## src/rtl/fpfa_pkg.sv

```systemverilog
// Shared types and constants for the fixed-partition fit allocator.
// No dependencies; imported by the controller, the datapath and the top level.
package fpfa_pkg;

    // Default build-time sizes
    localparam int SLOTS_DEFAULT     = 16;
    localparam int SIZE_BITS_DEFAULT = 16;

    // Request field widths
    localparam int OPCODE_W = 2;
    localparam int SLOT_IDX_W = 4;
    localparam int SIZE_VAL_W = 16;
    localparam int IN_TDATA_W = 24;

    // Result field widths
    localparam int LEFTOVER_W = 16;
    localparam int FRAG_W = 24;
    localparam int OUT_TDATA_W = 48;

    localparam logic [FRAG_W-1:0] FRAG_MAX = 24'hFFFFFF;

    // Configuration port
    localparam int CFG_IDX_W = 1;
    localparam int CFG_DATA_W = 5;
    localparam int FIT_MODE_W = 2;
    localparam int PIU_W = 5;
    localparam logic [CFG_IDX_W-1:0] CFG_FIT_MODE   = 1'b0;
    localparam logic [CFG_IDX_W-1:0] CFG_PARTITIONS = 1'b1;
    localparam logic [FIT_MODE_W-1:0] FIT_MODE_RESET = 2'd0;
    localparam logic [PIU_W-1:0] PIU_RESET = 5'd16;

    // Opcodes
    localparam logic [OPCODE_W-1:0] OP_WRITE   = 2'd0;
    localparam logic [OPCODE_W-1:0] OP_ALLOC   = 2'd1;
    localparam logic [OPCODE_W-1:0] OP_RELEASE = 2'd2;

    // Fit modes
    localparam logic [FIT_MODE_W-1:0] MODE_FIRST = 2'd0;
    localparam logic [FIT_MODE_W-1:0] MODE_BEST  = 2'd1;
    localparam logic [FIT_MODE_W-1:0] MODE_WORST = 2'd2;

    // Controller to datapath
    typedef struct packed {
        logic latch;       // capture the incoming request
        logic scan_start;  // clear the search pointer and the candidate
        logic scan_step;   // read one slot and advance the pointer
        logic commit;      // apply the request and load the result register
    } fpfa_cmd_t;

    // Datapath to controller
    typedef struct packed {
        logic in_alloc;    // incoming request is an allocation
        logic scan_done;   // every searched slot has been issued
        logic out_busy;    // result register holds a result not yet taken
    } fpfa_sts_t;

endpackage

```

## src/rtl/fpfa_ctrl.sv

```systemverilog
// Controller state machine of the fixed-partition fit allocator.
// Depends on fpfa_pkg for the command and status structs.
module fpfa_ctrl (
    input  logic               clk,
    input  logic               rst_n,
    input  logic               s_tvalid,
    output logic               s_tready,
    input  fpfa_pkg::fpfa_sts_t sts,
    output fpfa_pkg::fpfa_cmd_t cmd
);
    import fpfa_pkg::*;

    localparam logic [1:0] S_IDLE   = 2'd0;
    localparam logic [1:0] S_SCAN   = 2'd1;
    localparam logic [1:0] S_COMMIT = 2'd2;

    logic [1:0] state_reg;
    logic [1:0] state_next;

    always_comb
    begin
        state_next = state_reg;
        cmd        = '0;
        s_tready   = 1'b0;
        unique case (state_reg)
            S_IDLE:
            begin
                s_tready = 1'b1;
                if (s_tvalid)
                begin
                    cmd.latch = 1'b1;
                    if (sts.in_alloc)
                    begin
                        cmd.scan_start = 1'b1;
                        state_next     = S_SCAN;
                    end
                    else
                    begin
                        state_next = S_COMMIT;
                    end
                end
            end
            S_SCAN:
            begin
                if (sts.scan_done)
                begin
                    state_next = S_COMMIT;
                end
                else
                begin
                    cmd.scan_step = 1'b1;
                end
            end
            S_COMMIT:
            begin
                // hold until the result register is free
                if (!sts.out_busy)
                begin
                    cmd.commit = 1'b1;
                    state_next = S_IDLE;
                end
            end
            default:
            begin
                state_next = S_IDLE;
            end
        endcase
    end

    always_ff @(posedge clk or negedge rst_n)
    begin
        if (!rst_n)
        begin
            state_reg <= S_IDLE;
        end
        else
        begin
            state_reg <= state_next;
        end
    end

endmodule

```

## src/rtl/fpfa_datapath.sv

```systemverilog
// Datapath of the fixed-partition fit allocator: size memory, used marks,
// scan pipeline, fit selection, fragmentation total and result register.
// Depends on fpfa_pkg.
module fpfa_datapath #(
    parameter int SLOTS     = fpfa_pkg::SLOTS_DEFAULT,
    parameter int SIZE_BITS = fpfa_pkg::SIZE_BITS_DEFAULT
) (
    input  logic                               clk,
    input  logic                               rst_n,
    input  logic [fpfa_pkg::IN_TDATA_W-1:0]    s_tdata,
    output logic                               m_tvalid,
    input  logic                               m_tready,
    output logic [fpfa_pkg::OUT_TDATA_W-1:0]   m_tdata,
    input  logic                               cfg_we,
    input  logic [fpfa_pkg::CFG_IDX_W-1:0]     cfg_index,
    input  logic [fpfa_pkg::CFG_DATA_W-1:0]    cfg_data,
    input  fpfa_pkg::fpfa_cmd_t                cmd,
    output fpfa_pkg::fpfa_sts_t                sts
);
    import fpfa_pkg::*;

    localparam int IDX_W = $clog2(SLOTS);
    localparam int CNT_W = $clog2(SLOTS + 1);
    localparam int CMP_W = (CNT_W > PIU_W) ? CNT_W : PIU_W;
    localparam int SUM_W = ((SIZE_BITS > FRAG_W) ? SIZE_BITS : FRAG_W) + 1;

    // Configuration
    logic [FIT_MODE_W-1:0] fit_mode_reg;
    logic [PIU_W-1:0]      piu_reg;

    // Captured request
    logic [OPCODE_W-1:0]   op_reg;
    logic [SLOT_IDX_W-1:0] idx_reg;
    logic [SIZE_BITS-1:0]  sz_reg;

    // Storage
    logic [SIZE_BITS-1:0]  size_mem [SLOTS];
    logic [SLOTS-1:0]      used_reg;
    logic [FRAG_W-1:0]     frag_reg;

    // Scan pipeline
    logic [CNT_W-1:0]      ptr_reg;
    logic                  s1_valid_reg;
    logic                  s1_used_reg;
    logic [IDX_W-1:0]      s1_idx_reg;
    logic [SIZE_BITS-1:0]  rd_data_reg;

    // Best candidate so far
    logic                  found_reg;
    logic [IDX_W-1:0]      best_idx_reg;
    logic [SIZE_BITS-1:0]  best_left_reg;

    // Result register
    logic                  out_valid_reg;
    logic                  granted_reg;
    logic [SLOT_IDX_W-1:0] gslot_reg;
    logic [LEFTOVER_W-1:0] left_reg;
    logic [FRAG_W-1:0]     total_reg;

    logic [CMP_W-1:0]      piu_w;
    logic [CMP_W-1:0]      slots_w;
    logic [CNT_W-1:0]      count_eff;
    logic                  cand_ok;
    logic [SIZE_BITS-1:0]  cand_left;
    logic                  take;
    logic [SUM_W-1:0]      frag_sum;
    logic [FRAG_W-1:0]     frag_next;
    logic                  grant;
    logic                  wr_in_range;

    // Search count, saturated to the number of slots
    always_comb
    begin
        piu_w     = CMP_W'(piu_reg);
        slots_w   = CMP_W'(SLOTS);
        count_eff = (piu_w > slots_w) ? CNT_W'(slots_w) : CNT_W'(piu_w);
    end

    always_comb
    begin
        sts.in_alloc  = (s_tdata[OPCODE_W-1:0] == OP_ALLOC);
        sts.scan_done = (ptr_reg == count_eff);
        sts.out_busy  = out_valid_reg && !m_tready;
    end

    // Fit selection on the slot read in the previous cycle
    always_comb
    begin
        cand_ok   = s1_valid_reg && !s1_used_reg && (rd_data_reg >= sz_reg);
        cand_left = rd_data_reg - sz_reg;
        take      = cand_ok && (!found_reg
                    || ((fit_mode_reg == MODE_BEST) && (cand_left < best_left_reg))
                    || ((fit_mode_reg == MODE_WORST) && (cand_left > best_left_reg)));
    end

    always_comb
    begin
        grant    = (op_reg == OP_ALLOC) && found_reg;
        frag_sum = SUM_W'(frag_reg) + SUM_W'(best_left_reg);
        if (op_reg == OP_RELEASE)
        begin
            frag_next = '0;
        end
        else if (grant)
        begin
            frag_next = (frag_sum > SUM_W'(FRAG_MAX)) ? FRAG_MAX : FRAG_W'(frag_sum);
        end
        else
        begin
            frag_next = frag_reg;
        end
        wr_in_range = (32'(idx_reg) < 32'(SLOTS));
    end

    // Configuration registers
    always_ff @(posedge clk or negedge rst_n)
    begin
        if (!rst_n)
        begin
            fit_mode_reg <= FIT_MODE_RESET;
            piu_reg      <= PIU_RESET;
        end
        else if (cfg_we)
        begin
            unique case (cfg_index)
                CFG_FIT_MODE:   fit_mode_reg <= cfg_data[FIT_MODE_W-1:0];
                CFG_PARTITIONS: piu_reg      <= cfg_data[PIU_W-1:0];
            endcase
        end
    end

    // Request capture, size memory, scan data, best candidate and result payload
    always_ff @(posedge clk)
    begin
        if (cmd.latch)
        begin
            op_reg  <= s_tdata[OPCODE_W-1:0];
            idx_reg <= s_tdata[OPCODE_W +: SLOT_IDX_W];
            sz_reg  <= SIZE_BITS'(s_tdata[OPCODE_W + SLOT_IDX_W +: SIZE_VAL_W]);
        end
        if (cmd.commit && (op_reg == OP_WRITE) && wr_in_range)
        begin
            size_mem[IDX_W'(idx_reg)] <= sz_reg;
        end
        if (cmd.scan_step)
        begin
            rd_data_reg <= size_mem[ptr_reg[IDX_W-1:0]];
            s1_used_reg <= used_reg[ptr_reg[IDX_W-1:0]];
            s1_idx_reg  <= ptr_reg[IDX_W-1:0];
        end
        if (take)
        begin
            best_idx_reg  <= s1_idx_reg;
            best_left_reg <= cand_left;
        end
        if (cmd.commit)
        begin
            granted_reg <= grant;
            gslot_reg   <= grant ? SLOT_IDX_W'(best_idx_reg) : '0;
            left_reg    <= grant ? LEFTOVER_W'(best_left_reg) : '0;
            total_reg   <= frag_next;
        end
    end

    // Control state: pointer, candidate flag, used marks, total, result valid
    always_ff @(posedge clk or negedge rst_n)
    begin
        if (!rst_n)
        begin
            ptr_reg       <= '0;
            s1_valid_reg  <= 1'b0;
            found_reg     <= 1'b0;
            used_reg      <= '0;
            frag_reg      <= '0;
            out_valid_reg <= 1'b0;
        end
        else
        begin
            s1_valid_reg <= cmd.scan_step;
            if (cmd.scan_start)
            begin
                ptr_reg   <= '0;
                found_reg <= 1'b0;
            end
            else
            begin
                if (cmd.scan_step)
                begin
                    ptr_reg <= ptr_reg + CNT_W'(1);
                end
                if (take)
                begin
                    found_reg <= 1'b1;
                end
            end
            if (cmd.commit)
            begin
                frag_reg <= frag_next;
                if (op_reg == OP_RELEASE)
                begin
                    used_reg <= '0;
                end
                else if (grant)
                begin
                    used_reg[best_idx_reg] <= 1'b1;
                end
            end
            if (cmd.commit)
            begin
                out_valid_reg <= 1'b1;
            end
            else if (m_tready)
            begin
                out_valid_reg <= 1'b0;
            end
        end
    end

    assign m_tvalid = out_valid_reg;
    assign m_tdata  = {3'b000, total_reg, left_reg, gslot_reg, granted_reg};

endmodule

```

## src/rtl/fixed_partition_fit_allocator.sv

```systemverilog
// Top level of the fixed-partition fit allocator.
// Depends on fpfa_pkg, fpfa_ctrl and fpfa_datapath.
//
// Usage:
//   Requests enter on the s_* stream channel: write a partition size, ask for
//   an allocation, or release every partition and clear the running total.
//   Each request yields exactly one result on the m_* channel: grant flag,
//   granted slot, leftover and the fragmentation total after the request.
//   The user sets mode and search count on the cfg_* write port only while
//   idle; the block itself does not enforce it.
// Sequencing:
//   A size write, a release or an unknown opcode goes from accept to commit.
//   An allocation reads the search count (partitions_in_use, capped at SLOTS)
//   of slots, one per cycle, from the size memory through its single read
//   port, judges the last slot, then commits once the result register is free.
//   A new request is taken the cycle after the commit.
// Reset:
//   Clears all used marks, the total, the mode (first fit) and the search
//   count (16). Partition sizes stay undefined until written.
// Stall:
//   A result waits in the output register while m_tready is low; the next
//   request is still taken and searched, and its commit holds until the
//   waiting result is taken.
module fixed_partition_fit_allocator #(
    parameter int SLOTS     = fpfa_pkg::SLOTS_DEFAULT,
    parameter int SIZE_BITS = fpfa_pkg::SIZE_BITS_DEFAULT
) (
    input  logic                              clk,
    input  logic                              rst_n,
    input  logic                              s_tvalid,
    output logic                              s_tready,
    // opcode[1:0], slot_index[5:2], size_value[21:6], zero fill [23:22]
    input  logic [fpfa_pkg::IN_TDATA_W-1:0]   s_tdata,
    output logic                              m_tvalid,
    input  logic                              m_tready,
    // granted[0], granted_slot[4:1], leftover[20:5],
    // total_fragmentation[44:21], zero fill [47:45]
    output logic [fpfa_pkg::OUT_TDATA_W-1:0]  m_tdata,
    input  logic                              cfg_we,
    input  logic [fpfa_pkg::CFG_IDX_W-1:0]    cfg_index,
    input  logic [fpfa_pkg::CFG_DATA_W-1:0]   cfg_data
);
    import fpfa_pkg::*;

    fpfa_cmd_t cmd;
    fpfa_sts_t sts;

    // Sequence each request: accept, scan (allocations only), commit
    fpfa_ctrl u_ctrl (
        .clk      (clk),
        .rst_n    (rst_n),
        .s_tvalid (s_tvalid),
        .s_tready (s_tready),
        .sts      (sts),
        .cmd      (cmd)
    );

    // Hold the partition table, pick the fit and drive the result register
    fpfa_datapath #(
        .SLOTS     (SLOTS),
        .SIZE_BITS (SIZE_BITS)
    ) u_datapath (
        .clk       (clk),
        .rst_n     (rst_n),
        .s_tdata   (s_tdata),
        .m_tvalid  (m_tvalid),
        .m_tready  (m_tready),
        .m_tdata   (m_tdata),
        .cfg_we    (cfg_we),
        .cfg_index (cfg_index),
        .cfg_data  (cfg_data),
        .cmd       (cmd),
        .sts       (sts)
    );

endmodule
```

## config.mk

```make
export PLATFORM = sky130hd
export DESIGN_NAME = fixed_partition_fit_allocator
export DESIGN_NICKNAME = d
export VERILOG_FILES = /design/src/rtl/fpfa_pkg.sv /design/src/rtl/fpfa_ctrl.sv /design/src/rtl/fpfa_datapath.sv /design/src/rtl/fixed_partition_fit_allocator.sv
export SDC_FILE = /design/constraint.sdc
export NUM_CORES = 1
export LEC_CHECK = 0
export ABC_AREA = 1
export ABC_CLOCK_PERIOD_IN_PS = 12100
export BUFFER_PORTS_ARGS = -buffer_cell sky130_fd_sc_hd__buf_2
export CAP_MARGIN = 20
export CORE_MARGIN = 2
export CORE_UTILIZATION = 47
export DETAILED_ROUTE_END_ITERATION = 7
export GPL_TIMING_DRIVEN = 0
export REMOVE_ABC_BUFFERS = 1
export SKIP_CTS_REPAIR_TIMING = 1
export SYNTH_ARGS = -nofsm -noshare
export SYNTH_HDL_FRONTEND = slang
export SYNTH_HIERARCHICAL = 1
export SYNTH_SLANG_ARGS = --single-unit
```

## constraint.sdc

```tcl
create_clock -name clk -period 12.1 [get_ports clk]
set_clock_uncertainty 0.1 [all_clocks]
set_input_delay 0 -clock clk [delete_from_list [all_inputs] [get_ports clk]]
set_output_delay 0 -clock clk [all_outputs]
set_load 0.02 [all_outputs]
```

==> impl_metrics.py, run 1 <==
metrics = {
    "status": {
        "outcome": "complete, but fails checks",
        "violations": "negative hold slack",
    },
    "finish": {
        "diodes": 0,
        "num-fill-cells": 3331,
        "multi_input_area_um2": 5650,
        "ff_latch_area_um2": 12400,
        "area_growth_syn_to_layout_pct": 17.7,
        "stdcell_count": 2411,
        "nets": 1937,
        "final_common_cell": "edfxtp_1",
        "final_layout_size_suffix_gt1_frac": 0.130,
        "postLayoutCoreUtil": 0.561,
        "layout_common_cells": "edfxtp_1 (364), nand2_1 (243), nor2_1 (193), o21ai_0 (181), inv_1 (163)",
        "largest_reg_flops": 256,
    },
    "floorplan": {
        "core_area_um2": 39700,
        "die_x_um": 205,
        "core.rowCount": 73,
        "floorplan.io_pins": 85,
        "start_util": 0.476,
        "die_h_um": 205,
        "die_area_um2": 41900,
    },
    "global_route": {
        "grt.total_usage": 0.214,
        "antenna_found_initial": 1,
        "grt_use_met1": 0.296,
        "use_met3": 0.0390,
        "grt_pass1_vias": 12100,
        "grt_pass1_wl_mm": 68.4,
        "use_met2": 0.345,
        "grt_max_degree": 93,
        "grt.busiest_layer": "met2",
        "overflow": 0,
    },
    "power_and_ir_drop": {
        "peakVddDrop_uv": 123,
        "finalPower_mw": 5.11,
        "power_density_nw_per_um2": 230,
        "power_leakage_nw": 8.72,
    },
    "sta": {
        "drv_slew": 0,
        "layout_setup_ws_ns": 7.69,
        "holdWs_ns": -0.0706,
        "rsz0062_at_grt": "false",
        "final_hold_viol_count": 55,
        "slew_headroom": 0.286,
        "fmax_mhz": 227,
        "setup_viol": 0,
        "tightest_slew_ns": 1.07,
        "timing.final.crit_period_ns": 4.41,
        "post-route-period-util": 0.364,
    },
    "setup_path": {
        "crit_type": "reg -> reg",
        "cp_max_fo": 17,
        "start_kind": "register",
        "cp_num_buf_inv": 5,
        "crit_chain": "inv_1, ha_1, inv_1, nor3_1, nand2_1, nand2_1, a21oi_1, o21ai_0, xor2_1, ha_1, nand2_1, inv_1, nand3_1, inv_1, a21oi_1, nand3_1, nand2_1, nor2_1, nor2_2, buf_8",
        "cp_top_family": "simple AND/OR/NAND/NOR gates",
        "timing.rr.start": "u_datapath/sz_reg[4]$_DFFE_PP_",
        "required_ns": 12.28,
        "crit_path_max_incr_delay_ns": 0.66,
        "critPathCaptureType": "register",
        "slowest_stage": "edfxtp_1",
        "cp.arrival_ns": 4.59,
        "critPathLaunch": "u_datapath/sz_reg[4]$_DFFE_PP_",
    },
    "clock_tree": {
        "numCtsBuffers": 45,
        "cts.reportedPaths.clkPinSlew_ns": 0.06,
        "clock_latency_ns": 0.59,
        "root_buffer": "clkbuf_16",
        "clockBufferDepth": 3,
        "cts.sinks": 421,
        "cts_tree": "yes",
        "h-tree-depth": 2,
    },
    "synthesis": {
        "async_flop_share": 0.135,
        "netlist_area_um2": 18900,
        "ys_types": 53,
        "synth_edf_count": 364,
        "syn_avg_cell_area_um2": 10.9,
        "yosysWarnings": 6,
        "synth_seq_cells": 421,
        "yosysSeqAreaShare": 0.653,
        "syn_inst": 1730,
        "synthFlopType": "edfxtp_1",
    },
    "route": {
        "viasPerCell": 5.37,
        "drt-total-wl_mm": 44.3,
        "dr.pass1.iters": 5,
        "drc": 0,
        "first_iter_violations": 1137,
        "antenna_left": 0,
        "wire_per_inst_um": 18.4,
        "vias": 13000,
    },
    "placement": {
        "pre_cts_slack_ns": 7.72,
        "dpl.cell_count": 2290,
        "gp_congestion": 0.866,
        "hpwl_mm": 28.2,
        "io_buffer_count": 79,
    },
    "min_path": {
        "min_path_type": "in -> async",
    },
    "flow_run": {
        "cap_violations": 0,
    },
}
[power by group]
| group | switching, mW | total (mW) | leakage, nW | internal (mW) |
|---|---|---|---|---|
| Clock | 0.561 | 1.41 | 0.748 | 0.848 |
| Combinational | 1.05 | 1.60 | 3.90 | 0.553 |
| Sequential | 0.228 | 2.11 | 4.07 | 1.88 |
[final cells by class]
type                    count  share of cell area
clock buffers              60              0.0553
clock inverters            22              0.0129
inverters                 173              0.0295
multi-input cells        1063               0.254
flip-flops and latches    421               0.555
well taps                 525              0.0295
repair buffers            147              0.0638
[path summary, 6_finish.rpt]
| path | to | cells after the start | slack [ns] |
|---|---|---|---|
| worst max-delay path | u_datapath/best_left_reg[5]$_DFFE_PP_ | 20 | 7.69 |
| worst min-delay path | u_datapath/frag_reg[1]$_DFFE_PN0P_ | 2 | -0.07 |
| worst max register to register | u_datapath/best_left_reg[5]$_DFFE_PP_ | 20 | 7.69 |
| worst min register to register | u_datapath/best_idx_reg[1]$_DFFE_PP_ | 0 | 0.31 |
| max in group asynchronous | u_datapath/frag_reg[2]$_DFFE_PN0P_ | 3 | 10.97 |
| min in group clk | u_datapath/sz_reg[5]$_DFFE_PP_ | 2 | 0.02 |
[cells in the mapped netlist (all sizes together), types with 7 or more instances]
cell	number	area, um^2
edfxtp	364	10900
nand2	254	1000
nor2	217	832
o21ai	184	925
inv	172	651
nand3	116	596
a21oi	65	344
o22ai	64	400
clkbuf	56	214
dfrtp	56	1400
ha	49	613
nand4	25	156
buf	19	118
xor2	19	166
nor3	15	101
xnor2	10	87.6
a21boi	9	90.1
a31oi	7	43.8
[logic make-up (layout without fill, tap and decap cells)]
family,Yosys count,count (layout),share of synthesized area
compound gates,340,340,0.0997
flops,421,421,0.653
xor+xnor,29,29,0.0134
buf+inv,248,402,0.0521
other cells,1,3,0.000198
simple gates,638,638,0.146
mux,2,2,0.00119
fa+ha+maj,51,51,0.0345
[per-stage QoR]
step	setup TNS [ns]	instance area, um^2
after floorplan	0	18600
after global placement	-305.37	19700
after detailed placement	0	20400
after CTS	0	21900
after global routing	0	22300
final	0	22300
[worst reg2reg max path, cell delays in order (launching register included)]
cell and delay, ns:
edfxtp_1 0.66, inv_1 0.20, ha_1 0.41, inv_1 0.09, nor3_1 0.38, nand2_1 0.10, nand2_1 0.19, a21oi_1 0.13
o21ai_0 0.20, xor2_1 0.24, ha_1 0.27, nand2_1 0.08, inv_1 0.04, nand3_1 0.09, inv_1 0.05, a21oi_1 0.20
nand3_1 0.10, nand2_1 0.06, nor2_1 0.04, nor2_2 0.25, buf_8 0.22
[routing by layer]
layer,routed length [um],share of wire
met1,19600,0.44
met2,20800,0.47
met3,2820,0.064
met4,1030,0.023
met5,13,0.00029
Power figures use the tool's default switching activity.
==> inputs of run 2 (changes only) <==
--- a/config.mk
+++ b/config.mk
@@ -6,13 +6,14 @@
 export NUM_CORES = 1
 export LEC_CHECK = 0
 export ABC_AREA = 1
-export ABC_CLOCK_PERIOD_IN_PS = 12100
+export ABC_CLOCK_PERIOD_IN_PS = 3850
 export BUFFER_PORTS_ARGS = -buffer_cell sky130_fd_sc_hd__buf_2
 export CAP_MARGIN = 20
 export CORE_MARGIN = 2
 export CORE_UTILIZATION = 47
 export DETAILED_ROUTE_END_ITERATION = 7
 export GPL_TIMING_DRIVEN = 0
+export PLACE_DENSITY = 0.66
 export REMOVE_ABC_BUFFERS = 1
 export SKIP_CTS_REPAIR_TIMING = 1
 export SYNTH_ARGS = -nofsm -noshare
==> constraint.sdc (replaced) <==
create_clock -name clk -period 3.85 [get_ports clk]
set_clock_uncertainty 0.1 [all_clocks]
set_input_delay 0 -clock clk [delete_from_list [all_inputs] [get_ports clk]]
set_output_delay 0 -clock clk [all_outputs]
set_load 0.02 [all_outputs]
==> impl_metrics.py, run 2 (same netlist as run 1, synthesis figures left out) <==
metrics = {
    "status": {
        "outcome": "completed",
    },
    "global_route": {
        "grt_pass1_wl_mm": 68.1,
        "antenna_found_initial": 0,
        "grt_max_degree": 99,
        "overflow": 0,
        "grt.total_usage": 0.211,
        "grt_pass1_vias": 12600,
    },
    "setup_path": {
        "cpMostUsedCell": "nand2_2",
        "crit_path_max_incr_delay_ns": 0.34,
        "start_kind": "register",
        "cp_num_buf_inv": 5,
        "cp.arrival_ns": 3.97,
        "crit_type": "reg -> reg",
        "crit_chain": "buf_4, inv_1, ha_1, inv_2, o21bai_1, a21oi_1, nand2_2, a21oi_2, o21ai_1, xor2_1, ha_1, nand2_1, inv_1, nand3_2, nor3_2, nand2_2, nand3_1, nand2_2, nor2_4, nor2_4, buf_12",
        "critPathCaptureType": "register",
        "required_ns": 4.08,
        "cp_top_family": "simple AND/OR/NAND/NOR gates",
        "slowest_stage": "edfxtp_1",
        "cp_max_fo": 10,
    },
    "power_and_ir_drop": {
        "pwr-share-clk": 0.256,
        "power.internal_mw": 10.2,
        "peakVddDrop_uv": 393,
        "power.switching_mw": 6.02,
        "p_seq_frac": 0.401,
        "combPwrFrac": 0.343,
        "power_leakage_nw": 8.88,
        "finalPower_mw": 16.2,
        "power_density_nw_per_um2": 713,
        "switching_share": 0.371,
    },
    "route": {
        "wire_per_inst_um": 18.4,
        "drc": 0,
        "vias": 13400,
        "drt-total-wl_mm": 45.2,
        "first_iter_violations": 1135,
        "viasPerCell": 5.47,
        "antenna_left": 0,
        "dr.pass1.iters": 5,
    },
    "sta": {
        "tightest_slew_ns": 1.07,
        "setup_viol": 0,
        "rsz0062_at_grt": "true",
        "drv_slew": 0,
        "fmax_mhz": 268,
        "fin_tns_setup_ns": 0,
        "post-route-period-util": 0.970,
        "slew_headroom": 0.286,
        "timing.final.crit_period_ns": 3.73,
        "final_hold_viol_count": 0,
    },
    "clock_tree": {
        "cts.sinks": 421,
        "root_buffer": "clkbuf_16",
        "cts.reportedPaths.clkPinSlew_ns": 0.06,
        "clockBufferDepth": 3,
        "clock_latency_ns": 0.59,
        "h-tree-depth": 2,
        "numCtsBuffers": 44,
        "cts_tree": "yes",
    },
    "placement": {
        "placed_area_um2": 20300,
        "gp_congestion": 0.885,
        "io_buffer_count": 79,
        "dpl.cell_count": 2287,
        "hpwl_mm": 28.1,
    },
    "finish": {
        "stdcell_area_um2": 22700,
        "final_common_cell": "edfxtp_1",
        "diodes": 0,
        "area_growth_syn_to_layout_pct": 20.0,
        "final_layout_size_suffix_gt1_frac": 0.164,
        "largest_reg_flops": 256,
        "nets": 1982,
        "layout_common_cells": "edfxtp_1 (364), nand2_1 (237), nor2_1 (192), o21ai_0 (177), inv_1 (158)",
        "stdcell_count": 2457,
    },
    "floorplan": {
        "core_area_um2": 39700,
        "floorplan.io_pins": 85,
        "die_area_um2": 41900,
        "core.rowCount": 73,
        "start_util": 0.476,
        "die_h_um": 205,
        "die_x_um": 205,
    },
    "min_path": {
        "min_path_type": "in -> reg",
    },
    "flow_run": {
        "cap_violations": 0,
    },
}
[run 2: changes by cell type in the layout (fill, tap and decap cells not counted), sizes merged]
cell,delta
bufinv,-3
nor2,+2
clkbuf,-4
buf,+41
inv,-3
clkinvlp,+6
clkinv,+7
[run 2: final timing paths]
kind | startpoint | end | slack, ns | cells after the start
min in group asynchronous | rst_n | u_datapath/frag_reg[19]$_DFFE_PN0P_ | 0.42 | 4
max in group asynchronous | rst_n | u_datapath/piu_reg[4]$_DFFE_PN1P_ | 2.96 | 4
worst max-delay path | u_datapath/sz_reg[5]$_DFFE_PP_ | u_datapath/best_left_reg[4]$_DFFE_PP_ | 0.12 | 21
worst max register to register | u_datapath/sz_reg[5]$_DFFE_PP_ | u_datapath/best_left_reg[4]$_DFFE_PP_ | 0.12 | 21
worst min-delay path | s_tdata[10] | u_datapath/sz_reg[4]$_DFFE_PP_ | 0.01 | 2
worst min register to register | u_datapath/s1_idx_reg[0]$_DFFE_PP_ | u_datapath/best_idx_reg[0]$_DFFE_PP_ | 0.32 | 0
[run 2: worst register-to-register path: cells and delay by family (launching register included)]
family	cells	cell delay, ns
compound gates	4	0.59
fa+ha+maj	2	0.62
xor+xnor	1	0.18
buf+inv	5	0.59
flops	1	0.34
simple gates	9	1.06
[run 2: metal layers]
metal,wire length [um],track usage
met1,19100,0.277
met2,22100,0.355
met3,2890,0.0309
met4,1160,0.0769
met5,0,0
[run 2: cell type report]
type,count,area [um^2]
Inverter,173,661
Sequential cell,421,12400
Tap cell,525,657
Fill cell,3213,17000
Timing Repair inverter,1,5.00
Clock buffer,54,1150
Clock inverter,28,277
Timing Repair Buffer,190,1770
Multi-Input combinational cell,1065,5820
[run 2: through the flow]
step	setup slack [ns]	utilization	hold WS (ns)
finish	0.115	0.572	0.0132
global placement	-9.28	0.495	0.0763
CTS	-0.894	0.546	-0.679
floorplan	-4.94	-	-0.396
detailed placement	-0.845	0.511	-0.0576
global route	-0.0675	0.572	0.0146
[run 2: power by group through the flow]
stage	logic [mW]	clock network [mW]	registers [mW]
2_1_floorplan	3.14	0	6.74
3_3_place_gp	4.76	0	6.81
3_5_place_dp	4.99	0	6.67
4_1_cts	5.02	4.22	6.58
5_1_grt	6.18	4.40	6.56
6_report	5.55	4.15	6.49
